## config.mk

```make
export PLATFORM = sky130hd
export DESIGN_NAME = life_grid_generation_step_unit
export DESIGN_NICKNAME = d
export VERILOG_FILES = /design/src/rtl/lgs_pkg.sv /design/src/rtl/life_grid_generation_step_unit.sv
export VERILOG_INCLUDE_DIRS = /design/src /design/src/rtl
export SDC_FILE = /design/constraint.sdc
export NUM_CORES = 2
export LEC_CHECK = 0
export BUFFER_PORTS_ARGS = -buffer_cell sky130_fd_sc_hd__buf_4
export CORE_ASPECT_RATIO = 1.4
export CORE_MARGIN = 2
export CORE_UTILIZATION = 30
export CTS_CLUSTER_SIZE = 28
export DETAILED_ROUTE_END_ITERATION = 8
export PLACE_DENSITY = 0.47
export SYNTH_ARGS = -nofsm -noshare
export SYNTH_HDL_FRONTEND = slang
export SYNTH_SLANG_ARGS = --single-unit
```

## constraint.sdc

```tcl
create_clock -name i_clk -period 5.3 [get_ports i_clk]
set_input_delay 0.53 -clock i_clk [delete_from_list [all_inputs] [get_ports i_clk]]
set_output_delay 0.53 -clock i_clk [all_outputs]
set_load 0.05 [all_outputs]
```

## src/rtl/life_grid_generation_step_unit_macros.svh

```systemverilog
// Assertion helpers for the life grid step unit.
`ifndef LIFE_GRID_GENERATION_STEP_UNIT_MACROS_SVH
`define LIFE_GRID_GENERATION_STEP_UNIT_MACROS_SVH

// Same-cycle implication, disabled during reset.
`define LGS_ASSERT_NOW(lbl, ante, cons) \
    lbl: assert property (@(posedge i_clk) disable iff (!i_rst_n) (ante) |-> (cons)) \
        else $error("lgs check failed");

// Next-cycle implication, disabled during reset.
`define LGS_ASSERT_NEXT(lbl, ante, cons) \
    lbl: assert property (@(posedge i_clk) disable iff (!i_rst_n) (ante) |=> (cons)) \
        else $error("lgs check failed");

`endif

```

## src/rtl/lgs_pkg.sv

```systemverilog
`default_nettype none

package lgs_pkg;

    localparam int GRID_WIDTH  = 32;
    localparam int GRID_HEIGHT = 32;
    localparam int OUT_ROWS    = (GRID_HEIGHT < 32) ? GRID_HEIGHT : 32;
    localparam int ROW_AW      = $clog2(GRID_HEIGHT);
    localparam int CNT_W       = $clog2(GRID_HEIGHT + 1);

    typedef logic [GRID_WIDTH-1:0] t_row;

    typedef enum logic [1:0] {
        S_IDLE,
        S_TGL,
        S_GFILL,
        S_GEN
    } t_state;

    typedef struct packed {
        logic       mode;
        logic [4:0] col;
        logic [4:0] row;
    } t_in;

    typedef struct packed {
        logic [4:0]  row_index;
        logic [31:0] row_bits;
        logic        last;
    } t_out;

endpackage

`default_nettype wire

```

## src/rtl/life_grid_generation_step_unit.sv

```systemverilog
// Toggle: read the row, then register the toggled row as one beat with last set.
// Generation: after a fill reading rows 0 and 1, one row beat per cycle unless stalled;
// the one-read, one-write row memory and 3-row window set one row per cycle.
// Next item accepted once the previous item's last row is computed.
// Reset (sync, active low) clears all row valid bits: every cell reads dead.
`default_nettype none

module life_grid_generation_step_unit (
    input  wire logic          i_clk,
    input  wire logic          i_rst_n,
    input  wire logic          i_in_valid,
    output logic               o_in_ready,
    input  wire lgs_pkg::t_in  i_in_data,
    output logic               o_out_valid,
    input  wire logic          i_out_ready,
    output lgs_pkg::t_out      o_out_data
);

    lgs_pkg::t_state r_state, n_state;
    logic [lgs_pkg::CNT_W-1:0] r_cnt, n_cnt;
    lgs_pkg::t_row r_up, n_up, r_mid, n_mid;
    logic [4:0] r_col, r_row;

    lgs_pkg::t_row r_mem [lgs_pkg::GRID_HEIGHT];
    logic [lgs_pkg::GRID_HEIGHT-1:0] r_vld;
    lgs_pkg::t_row r_rd_data;
    logic r_rd_vld;

    logic r_ovld;
    lgs_pkg::t_out r_out;

    logic c_accept, c_step;
    logic c_rd_en, c_wr_en, c_emit;
    logic [lgs_pkg::ROW_AW-1:0] c_rd_addr, c_wr_addr;
    lgs_pkg::t_row c_wr_data, c_rd_row, c_dn, c_new, c_tgl_row;
    logic [lgs_pkg::CNT_W-1:0] c_idx;
    lgs_pkg::t_out n_out;
    logic c_cnt_ok;

    assign c_accept    = i_in_valid && o_in_ready;
    assign c_step      = !r_ovld || i_out_ready;
    assign c_rd_row    = r_rd_vld ? r_rd_data : '0;
    assign c_idx       = r_cnt - 1'b1;
    assign o_in_ready  = (r_state == lgs_pkg::S_IDLE);
    assign o_out_valid = r_ovld;
    assign o_out_data  = r_out;
    assign c_cnt_ok    = (r_cnt != '0) && (r_cnt <= lgs_pkg::CNT_W'(lgs_pkg::GRID_HEIGHT));

    // bottom neighbor row, dead beyond the last row
    assign c_dn = (r_cnt < lgs_pkg::CNT_W'(lgs_pkg::GRID_HEIGHT)) ? c_rd_row : '0;

    // shared row update unit
    always_comb begin
        logic [lgs_pkg::GRID_WIDTH+1:0] u, m, d;
        logic [3:0] n;
        u = {1'b0, r_up, 1'b0};
        m = {1'b0, r_mid, 1'b0};
        d = {1'b0, c_dn, 1'b0};
        c_new = '0;
        for (int c = 0; c < lgs_pkg::GRID_WIDTH; c++) begin
            n = 4'(u[c]) + 4'(u[c+1]) + 4'(u[c+2]) + 4'(m[c]) + 4'(m[c+2])
              + 4'(d[c]) + 4'(d[c+1]) + 4'(d[c+2]);
            c_new[c] = (n == 4'd3) || (m[c+1] && (n == 4'd2));
        end
    end

    always_comb begin
        c_tgl_row = c_rd_row;
        if (int'(r_col) < lgs_pkg::GRID_WIDTH) begin
            c_tgl_row = c_rd_row ^ (lgs_pkg::t_row'(1) << r_col);
        end
    end

    // next state
    always_comb begin
        n_state = r_state;
        unique case (r_state)
            lgs_pkg::S_IDLE: begin
                if (c_accept) begin
                    n_state = i_in_data.mode ? lgs_pkg::S_GFILL : lgs_pkg::S_TGL;
                end
            end
            lgs_pkg::S_TGL: begin
                if (c_step) begin
                    n_state = lgs_pkg::S_IDLE;
                end
            end
            lgs_pkg::S_GFILL: begin
                n_state = lgs_pkg::S_GEN;
            end
            lgs_pkg::S_GEN: begin
                if (c_step && (r_cnt == lgs_pkg::CNT_W'(lgs_pkg::GRID_HEIGHT))) begin
                    n_state = lgs_pkg::S_IDLE;
                end
            end
            default: n_state = lgs_pkg::S_IDLE;
        endcase
    end

    // datapath controls
    always_comb begin
        n_cnt     = r_cnt;
        n_up      = r_up;
        n_mid     = r_mid;
        c_rd_en   = 1'b0;
        c_rd_addr = '0;
        c_wr_en   = 1'b0;
        c_wr_addr = '0;
        c_wr_data = c_new;
        c_emit    = 1'b0;
        n_out     = r_out;
        unique case (r_state)
            lgs_pkg::S_IDLE: begin
                if (c_accept) begin
                    c_rd_en   = 1'b1;
                    c_rd_addr = i_in_data.mode ? '0 : lgs_pkg::ROW_AW'(i_in_data.row);
                    n_up      = '0;
                    n_cnt     = '0;
                end
            end
            lgs_pkg::S_TGL: begin
                if (c_step) begin
                    c_emit          = 1'b1;
                    n_out.row_index = r_row;
                    n_out.last      = 1'b1;
                    n_out.row_bits  = '0;
                    if (int'(r_row) < lgs_pkg::GRID_HEIGHT) begin
                        c_wr_en        = 1'b1;
                        c_wr_addr      = lgs_pkg::ROW_AW'(r_row);
                        c_wr_data      = c_tgl_row;
                        n_out.row_bits = 32'(c_tgl_row);
                    end
                end
            end
            lgs_pkg::S_GFILL: begin
                n_mid     = c_rd_row;
                c_rd_en   = 1'b1;
                c_rd_addr = lgs_pkg::ROW_AW'(1);
                n_cnt     = lgs_pkg::CNT_W'(1);
            end
            lgs_pkg::S_GEN: begin
                if (c_step) begin
                    c_wr_en   = 1'b1;
                    c_wr_addr = lgs_pkg::ROW_AW'(c_idx);
                    c_wr_data = c_new;
                    n_up      = r_mid;
                    n_mid     = c_dn;
                    n_cnt     = r_cnt + 1'b1;
                    if ((r_cnt + 1'b1) < lgs_pkg::CNT_W'(lgs_pkg::GRID_HEIGHT)) begin
                        c_rd_en   = 1'b1;
                        c_rd_addr = lgs_pkg::ROW_AW'(r_cnt + 1'b1);
                    end
                    if (c_idx < lgs_pkg::CNT_W'(lgs_pkg::OUT_ROWS)) begin
                        c_emit          = 1'b1;
                        n_out.row_index = 5'(c_idx);
                        n_out.row_bits  = 32'(c_new);
                        n_out.last      = (c_idx == lgs_pkg::CNT_W'(lgs_pkg::OUT_ROWS - 1));
                    end
                end
            end
            default: begin
            end
        endcase
    end

    always_ff @(posedge i_clk) begin
        if (!i_rst_n) begin
            r_state <= lgs_pkg::S_IDLE;
            r_ovld  <= 1'b0;
            r_vld   <= '0;
        end else begin
            r_state <= n_state;
            if (c_step) begin
                r_ovld <= c_emit;
            end
            if (c_wr_en) begin
                r_vld[c_wr_addr] <= 1'b1;
            end
        end
    end

    always_ff @(posedge i_clk) begin
        r_cnt <= n_cnt;
        r_up  <= n_up;
        r_mid <= n_mid;
        if (c_step) begin
            r_out <= n_out;
        end
        if (c_accept) begin
            r_col <= i_in_data.col;
            r_row <= i_in_data.row;
        end
    end

    // row memory
    always_ff @(posedge i_clk) begin
        if (c_wr_en) begin
            r_mem[c_wr_addr] <= c_wr_data;
        end
        if (c_rd_en) begin
            r_rd_data <= r_mem[c_rd_addr];
            r_rd_vld  <= r_vld[c_rd_addr];
        end
    end

`include "life_grid_generation_step_unit_macros.svh"

    `LGS_ASSERT_NEXT(a_gen_fill, c_accept && i_in_data.mode, r_state == lgs_pkg::S_GFILL)
    `LGS_ASSERT_NOW(a_cnt_range, r_state == lgs_pkg::S_GEN, c_cnt_ok)
    `LGS_ASSERT_NEXT(a_last_idle, c_step && c_emit && n_out.last, r_state == lgs_pkg::S_IDLE)
    `LGS_ASSERT_NOW(a_no_rw_clash, c_rd_en && c_wr_en, c_rd_addr != c_wr_addr)

endmodule

`default_nettype wire

```

==> Yosys cells after proc, flatten, opt, wreduce, memory -nomap -nowiden <==
Memory sizes are Yosys's and may differ from the RTL's. A register that Yosys moved wholly into a read port is not among the register bits.
Index checks and enable logic that the tools add are counted.
{ "classes": {"addsub": 219, "n_lt_le_gt_ge": 6, "eq_ne": 74, "shift": 1, "muxes": 41, "bitwise_logic": 2, "n_reduce_logical": 80} }
{ "ops": {"columns": ["cell", "count"], "rows": [
  ["4-bit by 1-bit adder with 4-bit output", 124],
  ["4-bit by 2-bit == test with 1-bit output (second input constant)", 64],
  ["32-bit two-way mux", 7],
  ["32-bit case mux with 2 select lines", 2],
  ["3-bit by 1-bit adder with 4-bit output", 31],
  ["2-bit by 1-bit adder with 3-bit output", 31],
  ["38-bit case mux with 2 select lines", 1],
  ["1-bit by 1-bit adder with 2-bit output", 31],
  ["38-bit two-way mux", 1],
  ["1-bit logical AND", 35],
  ["1-bit logical OR", 33],
  ["32-bit OR", 1],
  ["1-bit by 5-bit left shift with 32-bit output (first input constant)", 1],
  ["32-bit bitwise XOR", 1],
  ["5-bit two-way mux", 6],
  ["6-bit < comparator (second input constant)", 3],
  ["6-bit case mux with 3 select lines", 1],
  ["5-bit case mux with 3 select lines", 1],
  ["5-bit by 6-bit < comparator with 1-bit output (second input constant)", 2],
  ["6-bit two-way mux", 2],
  ["3-bit AND reduction", 4],
  ["1-bit two-way mux", 10],
  ["5-bit case mux with 2 select lines", 1],
  ["2-bit two-way mux", 4],
  ["other kinds (20)", 26]
]} }
{ "totals": {"regBits": 154, "ramBits": 1024, "input_bits": 15, "memories": 1} }
{ "memory_table": {"columns": ["name", "words", "width", "rd", "rd_clocked_by_memory_dff", "write_ports", "line", "text"], "rows": [
  ["r_mem", 32, 32, 1, 1, 1, "life_grid_generation_step_unit.sv:24", "lgs_pkg::t_row r_mem [lgs_pkg::GRID_HEIGHT];"]
]} }

==> Longest topological paths before layout <==
{ "depth": {"word_depth": 12, "ltp_mapped": 14} }

==> Least setup slack after synthesis <==
Ideal clock, no wire load.
{ "synth_path": {"kind": "register to register", "startpoint": "reg r_rd_vld", "endpoint": "mem r_mem[0][29] (netlist name) (data pin)", "setup_ns": 0.454, "arrival_ns": 4.433, "required_ns": 4.846, "setup_slack_ns": 0.413, "path_stages_with_launch": 13, "n_path_buf": 2, "cell_sequence": "edfxtp_1 > clkbuf_1 > nor2b_1 > clkbuf_1 > nand2_1 > fa_1 > fa_1 > inv_1 > ha_1 > fa_1 > o21ai_0 > o211ai_1 > o21ai_0"} }
{ "synth_via": {"elab_chain_len": 10, "word_cells_on_any_way": 12} }
{ "synth_lines": {"columns": ["item", "line", "text"], "rows": [
  ["start: declaration", "life_grid_generation_step_unit.sv:27", "logic r_rd_vld;"],
  ["start signal: assignment", "life_grid_generation_step_unit.sv:202", "r_rd_vld <= r_vld[c_rd_addr];"],
  ["32-bit two-way mux (*)", "life_grid_generation_step_unit.sv:42", "assign c_rd_row = r_rd_vld ? r_rd_data : '0;"],
  ["32-bit two-way mux", "life_grid_generation_step_unit.sv:50", "assign c_dn = (r_cnt < lgs_pkg::CNT_W'(lgs_pkg::GRID_HEIGHT)) ? c_rd_row : '0;"],
  ["4-bit by 1-bit adder with 4-bit output (3 in series)", "life_grid_generation_step_unit.sv:62", "+ 4'(d[c]) + 4'(d[c+1]) + 4'(d[c+2]);"],
  ["4-bit by 2-bit == test with 1-bit output", "life_grid_generation_step_unit.sv:63", "c_new[c] = (n == 4'd3) || (m[c+1] && (n == 4'd2));"],
  ["1-bit logical AND", "life_grid_generation_step_unit.sv:63", null],
  ["1-bit logical OR", "life_grid_generation_step_unit.sv:63", null],
  ["32-bit two-way mux", "life_grid_generation_step_unit.sv:122", "if (c_step) begin"],
  ["32-bit two-way mux (*)", null, null],
  ["named net c_wr_data[29]", "life_grid_generation_step_unit.sv:35", "lgs_pkg::t_row c_wr_data, c_rd_row, c_dn, c_new, c_tgl_row;"],
  ["end: declaration", "life_grid_generation_step_unit.sv:24", null]
]} }
The timed path passes the listed nets; every way through them passes the cells marked *.

==> Worst setup path after layout <==
{ "layout_path": {"startpoint": "reg r_cnt[5] (netlist name)", "endpoint": "mem r_mem[11][1] (netlist name) (data pin)"} }
{ "layout_via": {"elab_chain_len": 10, "word_cells_on_any_way": 11} }
{ "layout_lines": {"columns": ["item", "line", "text"], "rows": [
  ["start: declaration", "life_grid_generation_step_unit.sv:20", "logic [lgs_pkg::CNT_W-1:0] r_cnt, n_cnt;"],
  ["start signal: assignment", "life_grid_generation_step_unit.sv:183", "r_cnt <= n_cnt;"],
  ["6-bit < comparator (*)", "life_grid_generation_step_unit.sv:50", null],
  ["32-bit two-way mux (*)", "life_grid_generation_step_unit.sv:50", null],
  ["4-bit by 1-bit adder with 4-bit output (2 in series)", "life_grid_generation_step_unit.sv:62", null],
  ["4-bit by 1-bit adder with 4-bit output (*)", "life_grid_generation_step_unit.sv:62", null],
  ["4-bit by 2-bit == test with 1-bit output", "life_grid_generation_step_unit.sv:63", null],
  ["1-bit logical AND", "life_grid_generation_step_unit.sv:63", null],
  ["1-bit logical OR (*)", "life_grid_generation_step_unit.sv:63", null],
  ["32-bit two-way mux", "life_grid_generation_step_unit.sv:122", null],
  ["32-bit two-way mux (*)", null, null],
  ["named net c_wr_data[1]", "life_grid_generation_step_unit.sv:35", null]
]} }
Marks and branches as above.

==> Implementation_results.wiki <==
{| class="wikitable"
! Metric !! Value
|-
| Setup repair after global routing missed its margin || no
|-
| Number of gates given a new drive strength after cts || 0
|-
| Largest net degree at the start of global routing || 157
|-
| Top cells by count, synth || 1,175 x sky130_fd_sc_hd__edfxtp_1, 668 x sky130_fd_sc_hd__nand2_1, 634 x sky130_fd_sc_hd__nand3_1
|-
| Final clock skew || 0.0373 ns
|-
| Number of sinks on the clock net || 1,210
|-
| Worst min-delay path category || input pin to flip-flop
|-
| Total routing usage reported by global routing || 18.6%
|-
| Yosys top cell area share || 66.3%
|-
| Standard-cell row count || 182
|-
| Area growth syn-to-layout || 14.9%
|-
| Async SR Flop Fraction || 0%
|-
| Average detailed-routed wire length per instance || 25.8 µm
|-
| Top cell type by total area after synthesis || sky130_fd_sc_hd__edfxtp_1
|-
| Syn avg cell area || 12.7 µm²
|-
| Number of global-route vias before repair || 33,800
|-
| Register clock-pin slew on the reported worst setup and hold paths || 0.06 ns
|-
| Yosys warns || 0
|-
| Count of distinct cell types in the synthesized netlist || 53
|-
| Final HPWL DP || 97,200 µm
|-
| Ratio of routed vias to standard cells || 5.17
|-
| TritonRoute pass-1 iters || 5
|-
| Count of H-tree levels built during CTS || 3
|-
| I/O pins || 55
|-
| Number of buffers between clock root and the deepest sink || 3
|-
| Die area || 181,000 µm²
|-
| CP endpoint kind || flip-flop
|-
| Final Max Tran Viols || 0
|-
| Number of antenna violations at the first check in global routing || 8
|-
| Placeable core region || 176,000 µm²
|-
| First-pass GRT wire length || 246,000 µm
|-
| Total number of vias || 34,300
|-
| Most area-consuming cells after synthesis || sky130_fd_sc_hd__edfxtp_1 66%, sky130_fd_sc_hd__nand3_1 6.0%, sky130_fd_sc_hd__nand2_1 4.7%, sky130_fd_sc_hd__fa_1 4.7%, sky130_fd_sc_hd__a21oi_1 2.8%
|-
| CTS tree || done
|-
| Post-route ant nets || 0
|-
| GR Overflow Total || 0
|-
| Startpoint type of the worst setup path || flip-flop
|-
| Leakage power figure || 20.5 nW
|-
| Worst max-slew margin expressed relative to the limit || 19.9%
|-
| Post-route setup TNS || 0 ns
|-
| Final Cycle Share || 87.2%
|-
| Height of the die || 502 µm
|-
| Number of nets produced by synthesis || 4,415
|-
| Final count of negative-setup-slack endpoints || 0
|-
| Status || complete, no violations
|-
| Power Density || 445 nW/µm²
|-
| Actual transition at the worst max-transition pin || 1.20 ns
|-
| Count of port buffers added during placement || 54
|-
| Flip-flop and latch count after synthesis || 1,210
|-
| Library cell with the highest instance count after synthesis || sky130_fd_sc_hd__edfxtp_1
|-
| Number of design rule violations left after detail routing || 0
|-
| Peak fanout along the critical path || 32
|-
| Number of maximum-capacitance violations || 0
|-
| CP Data Required Time || 5.81 ns
|-
| Root buffer selected by CTS || sky130_fd_sc_hd__clkbuf_16
|-
| Sequential share of the synthesized area || 67.6%
|-
| Number of synthesized flops with an enable pin || 1,175
|-
| Final number of hold-violating endpoints || 0
|-
| Clock latency on the worst-skew pair || 0.74 ns
|-
| Starting density of the core || 30.2%
|-
| Flip-flop cell with the highest count after synthesis || sky130_fd_sc_hd__edfxtp_1
|-
| Cell area after synthesis || 53,200 µm²
|-
| DRC marker count from the first detailed-route iteration || 3,265
|-
| Synth Instances || 4,181
|-
| Period minus WS final || 4.62 ns
|-
| Detailed-route wire length || 171,000 µm
|-
| Critical Setup Path Class || flip-flop to flip-flop
|-
| Minimum hold slack || 0.106 ns
|-
| Fraction of layout instances using a drive strength above 1 || 10.2%
|-
| Last weighted congestion value of the routability-driven placer || 0.811
|-
| WP data arrival || 5.14 ns
|-
| Final net count || 4,479
|-
| Number of buffers created by CTS || 112
|-
| Width of the die || 360 µm
|-
| Peak supply drop || 0.000328 V
|-
| Peak clock frequency supported by timing || 216 MHz
|}
## critical path, stage by stage, from the launching register on
cell	delay, ns
sky130_fd_sc_hd__edfxtp_1	0.40
sky130_fd_sc_hd__nor2b_2	0.23
sky130_fd_sc_hd__buf_4	0.32
sky130_fd_sc_hd__and2_1	0.23
sky130_fd_sc_hd__fa_1	0.46
sky130_fd_sc_hd__fa_1	0.59
sky130_fd_sc_hd__fa_1	0.21
sky130_fd_sc_hd__inv_1	0.06
sky130_fd_sc_hd__fa_1	0.37
sky130_fd_sc_hd__a2111oi_0	0.40
sky130_fd_sc_hd__a21oi_1	0.08
sky130_fd_sc_hd__nor3_1	0.26
sky130_fd_sc_hd__nor2_1	0.08
sky130_fd_sc_hd__a21oi_2	0.30
sky130_fd_sc_hd__buf_4	0.37
## power breakdown
group | internal [W] | leakage [nW] | total [W] | switching, W
registers | 0.0127 | 11.1 | 0.0129 | 0.000198
clock network | 0.00461 | 1.76 | 0.00826 | 0.00365
logic | 0.00158 | 7.61 | 0.00608 | 0.00450
## area by class of cell
cell class / count / area (µm²)
fillers: 17200 / 115000
diodes: 3 / 7.51
inverters: 189 / 709
flip-flops and latches: 1210 / 36000
well taps: 2300 / 2880
multi-input cells: 2525 / 15900
repair buffers: 207 / 2020
clock inverters: 68 / 693
clock buffers: 138 / 2940
## registers in the layout, summed over array words and instances (netlist names)
register,count
r_mem,1024
o_out_data,38
r_mid,32
r_rd_data,32
r_up,32
r_vld,32
r_cnt,6
r_col,5
r_row,5
r_state,2
o_out_valid,1
r_rd_vld,1
## final timing paths
| path | slack, ns | cells after the start | startpoint | end |
|---|---|---|---|---|
| min | 0.11 | 3 | i_in_valid | r_state[0]$_SDFFE_PN0P_ |
| max reg2reg | 0.68 | 14 | r_cnt[5]$_DFFE_PP_ | r_mem[11][1]$_DFFE_PP_ |
| max | 0.68 | 14 | r_cnt[5]$_DFFE_PP_ | r_mem[11][1]$_DFFE_PP_ |
| min reg2reg | 0.47 | 1 | r_vld[16]$_SDFFE_PN0P_ | r_vld[16]$_SDFFE_PN0P_ |
## through the flow
step	power (W)	worst slack, ns	area (µm²)	std cells	utilization (%)
finish	0.0272	0.680	61200	6640	34.7
global route	0.0285	0.350	61200	6638	34.7
CTS	0.0275	0.656	61200	6637	34.7
detailed placement	0.0192	0.703	57400	6421	32.6
global placement	0.0191	0.702	57400	6421	32.6
floorplan	0.0166	0.413	53200	4181	-
## timing repair
item,4_1_cts,5_1_grt
hold buffers,10,0
buffers inserted,0,0
endpoints found under the hold margin,10,0
## metal layers
| metal | track usage [%] | part of all wire, % | up-vias |
|---|---|---|---|
| met3 | 1.80 | 5.0 | 223 |
| met4 | 5.57 | 2.7 | 2 |
| met2 | 33.6 | 51 | 1041 |
| li1 | - | - | 15400 |
| met5 | 0 | 0.0058 | - |
| met1 | 23.6 | 41 | 17700 |
## cells by family after synthesis
kind of cell / synth area share, %
compound gates: 7.63
mux: 1.24
simple gates: 12.6
flops: 67.6
xor+xnor: 0.642
fa+ha+maj: 6.90
buf+inv: 3.37
## placed cells by master, fill, tap and decap left out, drive strengths merged, types with 3 or more instances in the layout
cell	count
edfxtp	1175
nand2	668
nand3	635
a21oi	299
buf	197
inv	192
clkbuf	138
nor2	135
o22ai	133
fa	124
o21ai	100
ha	95
mux2i	66
o211ai	62
clkinv	46
and2	40
o21a	35
dfxtp	35
a32oi	33
xnor2	21
xor2	18
bufinv	14
nor3	11
dlygate4sd3	10
nand2b	9
nor2b	7
clkinvlp	5
diode	3
nor3b	3
and3	3
o31ai	3
No activity file was read; power rests on OpenSTA's default activity.
